$ cat config.mk
export PLATFORM = sky130hd
export DESIGN_NAME = ncprof_front
export DESIGN_NICKNAME = d
export VERILOG_FILES = /design/src/rtl/core/ncprof_pkg.sv /design/src/rtl/core/ncprof_front.sv
export SDC_FILE = /design/constraint.sdc
export NUM_CORES = 1
export LEC_CHECK = 0
export BUFFER_PORTS_ARGS = -buffer_cell sky130_fd_sc_hd__buf_4
export CAP_MARGIN = 20
export CORE_MARGIN = 3
export CORE_UTILIZATION = 30
export DETAILED_ROUTE_END_ITERATION = 8
export PLACE_DENSITY_LB_ADDON = 0.25
export SYNTH_ARGS = -nofsm -noshare
export SYNTH_HDL_FRONTEND = slang
export SYNTH_SLANG_ARGS = --single-unit
$ cat constraint.sdc
create_clock -name clk -period 5 [get_ports clk]
set_clock_uncertainty 0.15 [all_clocks]
set_input_delay 0.5 -clock clk [delete_from_list [all_inputs] [get_ports clk]]
set_output_delay 0.5 -clock clk [all_outputs]
set_load 0.02 [all_outputs]
$ cat src/rtl/core/ncprof_pkg.sv
// ncprof_pkg: shared types and constants of the nested category time profiler
`default_nettype none
package ncprof_pkg;
  localparam int NumSlots   = 16;
  localparam int StackDepth = 16;
  localparam int RingFrames = 256;
  localparam int SlotW  = 4;
  localparam int DepthW = 4;
  localparam int RingW  = 8;
  localparam int HistW  = RingW + SlotW;
  localparam int HistDepth = RingFrames * NumSlots;
  localparam int UsedW  = 5;

  localparam logic [2:0] FuncEnter = 3'd0;
  localparam logic [2:0] FuncLeave = 3'd1;
  localparam logic [2:0] FuncEnd   = 3'd2;
  localparam logic [2:0] FuncRdHist = 3'd3;
  localparam logic [2:0] FuncRdKey = 3'd4;

  typedef struct packed {
    logic [2:0]  func;
    logic [31:0] name_key;
    logic [3:0]  slot;
    logic        slot_valid;
    logic [31:0] now_ticks;
    logic [7:0]  history_index;
    logic [8:0]  span;
  } req_t;

  typedef struct packed {
    logic [3:0]  category_slot;
    logic        category_found;
    logic [31:0] frame_time;
    logic [31:0] frame_count;
    logic [31:0] slot_key;
    logic [4:0]  categories_used;
    logic        nesting_error;
  } res_t;

  function automatic logic [31:0] sat_add(input logic [31:0] a, input logic [31:0] b);
    logic [32:0] s;
    s = {1'b0, a} + {1'b0, b};
    sat_add = s[32] ? 32'hFFFF_FFFF : s[31:0];
  endfunction
endpackage
`default_nettype wire

$ cat src/rtl/core/ncprof_front.sv
// ncprof_front: request intake and two-entry queue to the back end
`default_nettype none
module ncprof_front (
  input  wire logic clk,
  input  wire logic rst_n,
  input  wire logic in_push,
  output logic      in_full,
  input  wire ncprof_pkg::req_t in_req,
  output logic      q_valid,
  output ncprof_pkg::req_t q_req,
  input  wire logic q_take
);
  import ncprof_pkg::*;
  req_t mem_r [2];
  logic       wp_r, rp_r;
  logic [1:0] cnt_r;
  logic       do_push;
  assign in_full = (cnt_r == 2'd2);
  assign do_push = in_push && !in_full;
  assign q_valid = (cnt_r != 2'd0);
  assign q_req = mem_r[rp_r];
  always_ff @(posedge clk) begin
    if (do_push) begin
      mem_r[wp_r] <= in_req;
    end
    if (!rst_n) begin
      wp_r <= 1'b0;
      rp_r <= 1'b0;
      cnt_r <= 2'd0;
    end else begin
      if (do_push) begin
        wp_r <= ~wp_r;
      end
      if (q_take) begin
        rp_r <= ~rp_r;
      end
      cnt_r <= cnt_r + {1'b0, do_push} - {1'b0, q_take};
    end
  end
endmodule
`default_nettype wire

==> run metrics <==
Slew @ Worst Pin=roughly 1000 ps; nets=roughly 590; DRC=0; P&R area growth vs syn=34.2%; Synth top area share=between 80% and 90%; Post-Route WL=13.2 mm; Overall Global Routing Usage=a little over a tenth; Antenna Violating Nets Remaining=0; FF-to-FF Start=cnt_r[0]; Final Cycle Share=about three fifths; CTS Hold Buffers Added=0; GRT overflow=0; Ys Warns=0; Syn Area/Cell=22.1 µm²; Worst Hold Class=in2reg; Hold Path Depth=1; H-Tree Depth=4; Hold EP=mem_r[1][29]; DR vias/cell=around 4.3; worst r2r path cells=3; critical path startpoint category=flip-flop; Rel. slew slack=between 30% and 40%; Synth cell types=17; Worst Hold Launch=in_req[29]; Vias=3373; Seq cells post-synth=approximately 180; R2R Path End=mem_r[1][1]; Worst-path clk slew=roughly 70 ps; DR pass1 iterations=4; clk root buf=clkbuf_16; CTS Buf Count=17; TritonCTS clock tree=yes; IO Pins=approximately 180; critical path data required time=between 4000 and 5000 ps; unrepaired setup endpoints after global routing=false; clk_lat worst skew=420 ps; maximum vdd drop=0.249 mV; register area=0.00545 mm²; max-cap violation count=0; WL met1=~5.6 mm; synthesized cell area=0.00668 mm²; CP Cell Sequence=buf_4 -> mux2_2 -> buf_4; vias in the first global route=between 3000 and 4000; # diodes=0; die height=~160 µm; DP HPWL=between 8 and 9 mm; slowest stage delay, CP=1000 ps; Port Buffers=~180; proportion of layout cells with a drive suffix above 1=roughly three fifths; multi-input gate area in the final layout=0.00117 mm²; post-CTS resize count=0; routed wl met3=918 µm; top routing layer used=met4; most common cell after layout, fill and taps aside=buf_4; GPL Wtd Cong=0.712; crit-path most repeated cell=buf_4; Seq/Total Area, Yosys=between 80% and 90%; Max Clock Freq=about 320 MHz; Met2 Wirelength=6.57 mm; Pins Over Slew Limit=0; final-report setup violation count=0; outcome=finished, final reports clean; TritonCTS Sinks=roughly 180; Final Power=4160 µW; synth top area cells=edfxtp_1 80%, mux2_2 13%, mux2_4 2.2%, dfxtp_1 1.5%, buf_2 0.52%; CP Max Fanout=69; postcts setup bufs=0; first-pass GRT wire length=20.1 mm; Fillers=1943; min Tclk post-route=between 3000 and 4000 ps; row count=53; Core Box Area=between 0.02 and 0.025 mm²; DRT iter0 DRCs=approximately 150; TNS Setup=0 ps; Power Density=between 400 and 500 mW/mm²; antenna violations before repair=0; Yosys top cell by area=edfxtp_1; die area=between 0.02 and 0.025 mm²; Avg WL per Cell=16.8 µm; data arrival time of the worst path=2430 ps; commonest cells after routing, fill and taps aside=187 x buf_4, 178 x edfxtp_1, 79 x mux2_2; final hold violation count=0; Worst setup EP type=primary output; CP max stage cell=dfxtp_4; Setup CP Type=reg2out; synthesized net count=between 300 and 400; Post-Synthesis Cells=302; Worst R2R Setup Slack=about 2700 ps; pin count of the biggest net entering global routing=70; Starting Density=between 30% and 40%; deepest clock path buffer count=2; leakage=0.00334 µW; overall die width=~160 µm
==> kinds of logic (layout without fill, tap and decap cells) <==
group	after synthesis	in the layout	synth area share (%)
AND/OR/NAND/NOR	11	11	0.806
XOR/XNOR	3	3	0.393
multiplexers	90	90	15.7
buffers and inverters	13	222	1.20
adder cells (fa/ha/maj)	2	2	0.375
flip-flops	183	183	81.5
==> metrics by stage <==
step / util [%] / hold slack (ps) / instances / setup WS (ps) / instance area (µm²)
finish: 41.8 / 110 / 786 / 1920 / 8960
global route: 41.8 / 72.8 / 786 / 1720 / 8960
CTS: 41.8 / 81.1 / 786 / 1800 / 8960
detailed placement: 39.1 / 346 / 754 / 2290 / 8380
global placement: 39.1 / 344 / 754 / 2330 / 8380
floorplan: - / 305 / 302 / 11.2 / 6680
==> registers in the layout, summed over array words and instances (netlist names), named ones only <==
name / cells
cnt_r: 2
mem_r: 178
rp_r: 1
wp_r: 1
==> cell type report <==
cell class / count / share of cell area [%]
clock inverter: 15 / 1.80
tap: 275 / 3.84
sequential: 183 / 60.8
timing repair buffer: 187 / 15.7
clock buffer: 17 / 4.75
multi-input combinational: 106 / 13.0
inverter: 3 / 0.126
==> Yosys cell counts, drive strengths merged <==
| cell | number |
|---|---|
| edfxtp | 178 |
| mux2 | 89 |
| buf | 10 |
| dfxtp | 5 |
| nor2 | 4 |
| inv | 3 |
| ha | 2 |
| nand2 | 2 |
| nand2b | 2 |
| xnor2 | 2 |
| and2 | 1 |
| and3 | 1 |
| mux2i | 1 |
| or2 | 1 |
| xor2 | 1 |
==> routing by layer <==
| metal | GRT usage [%] | vias up |
|---|---|---|
| met3 | 4.67 | 9 |
| li1 | - | 1577 |
| met5 | 0 | - |
| met1 | 12.7 | 1656 |
| met2 | 18.7 | 131 |
| met4 | 3.25 | 0 |
==> power breakdown <==
| part | total [µW] | switching (µW) | internal (µW) | leakage (µW) |
|---|---|---|---|---|
| clock | 1310 | 599 | 709 | 0.000289 |
| combinational | 834 | 459 | 375 | 0.00135 |
| sequential | 2020 | 71.7 | 1940 | 0.00170 |
| total | 4160 | 1130 | 3030 | 0.00334 |
==> worst max-delay path: cells and delay by family (launching register included) <==
family	cells	cell delay [ps]
mux	1	380
flops	1	1000
buf+inv	2	600
==> worst max-delay path by stage <==
| stage | to | slack, ps |
|---|---|---|
| after floorplan | mem_r[0][0] | 10 |
| after global placement | q_req[32] | 2330 |
| after detailed placement | q_req[28] | 2290 |
| after CTS | q_req[28] | 1800 |
| after global routing | q_req[28] | 1720 |
| final | q_req[62] | 1920 |
(Power assumes the default switching activity.)
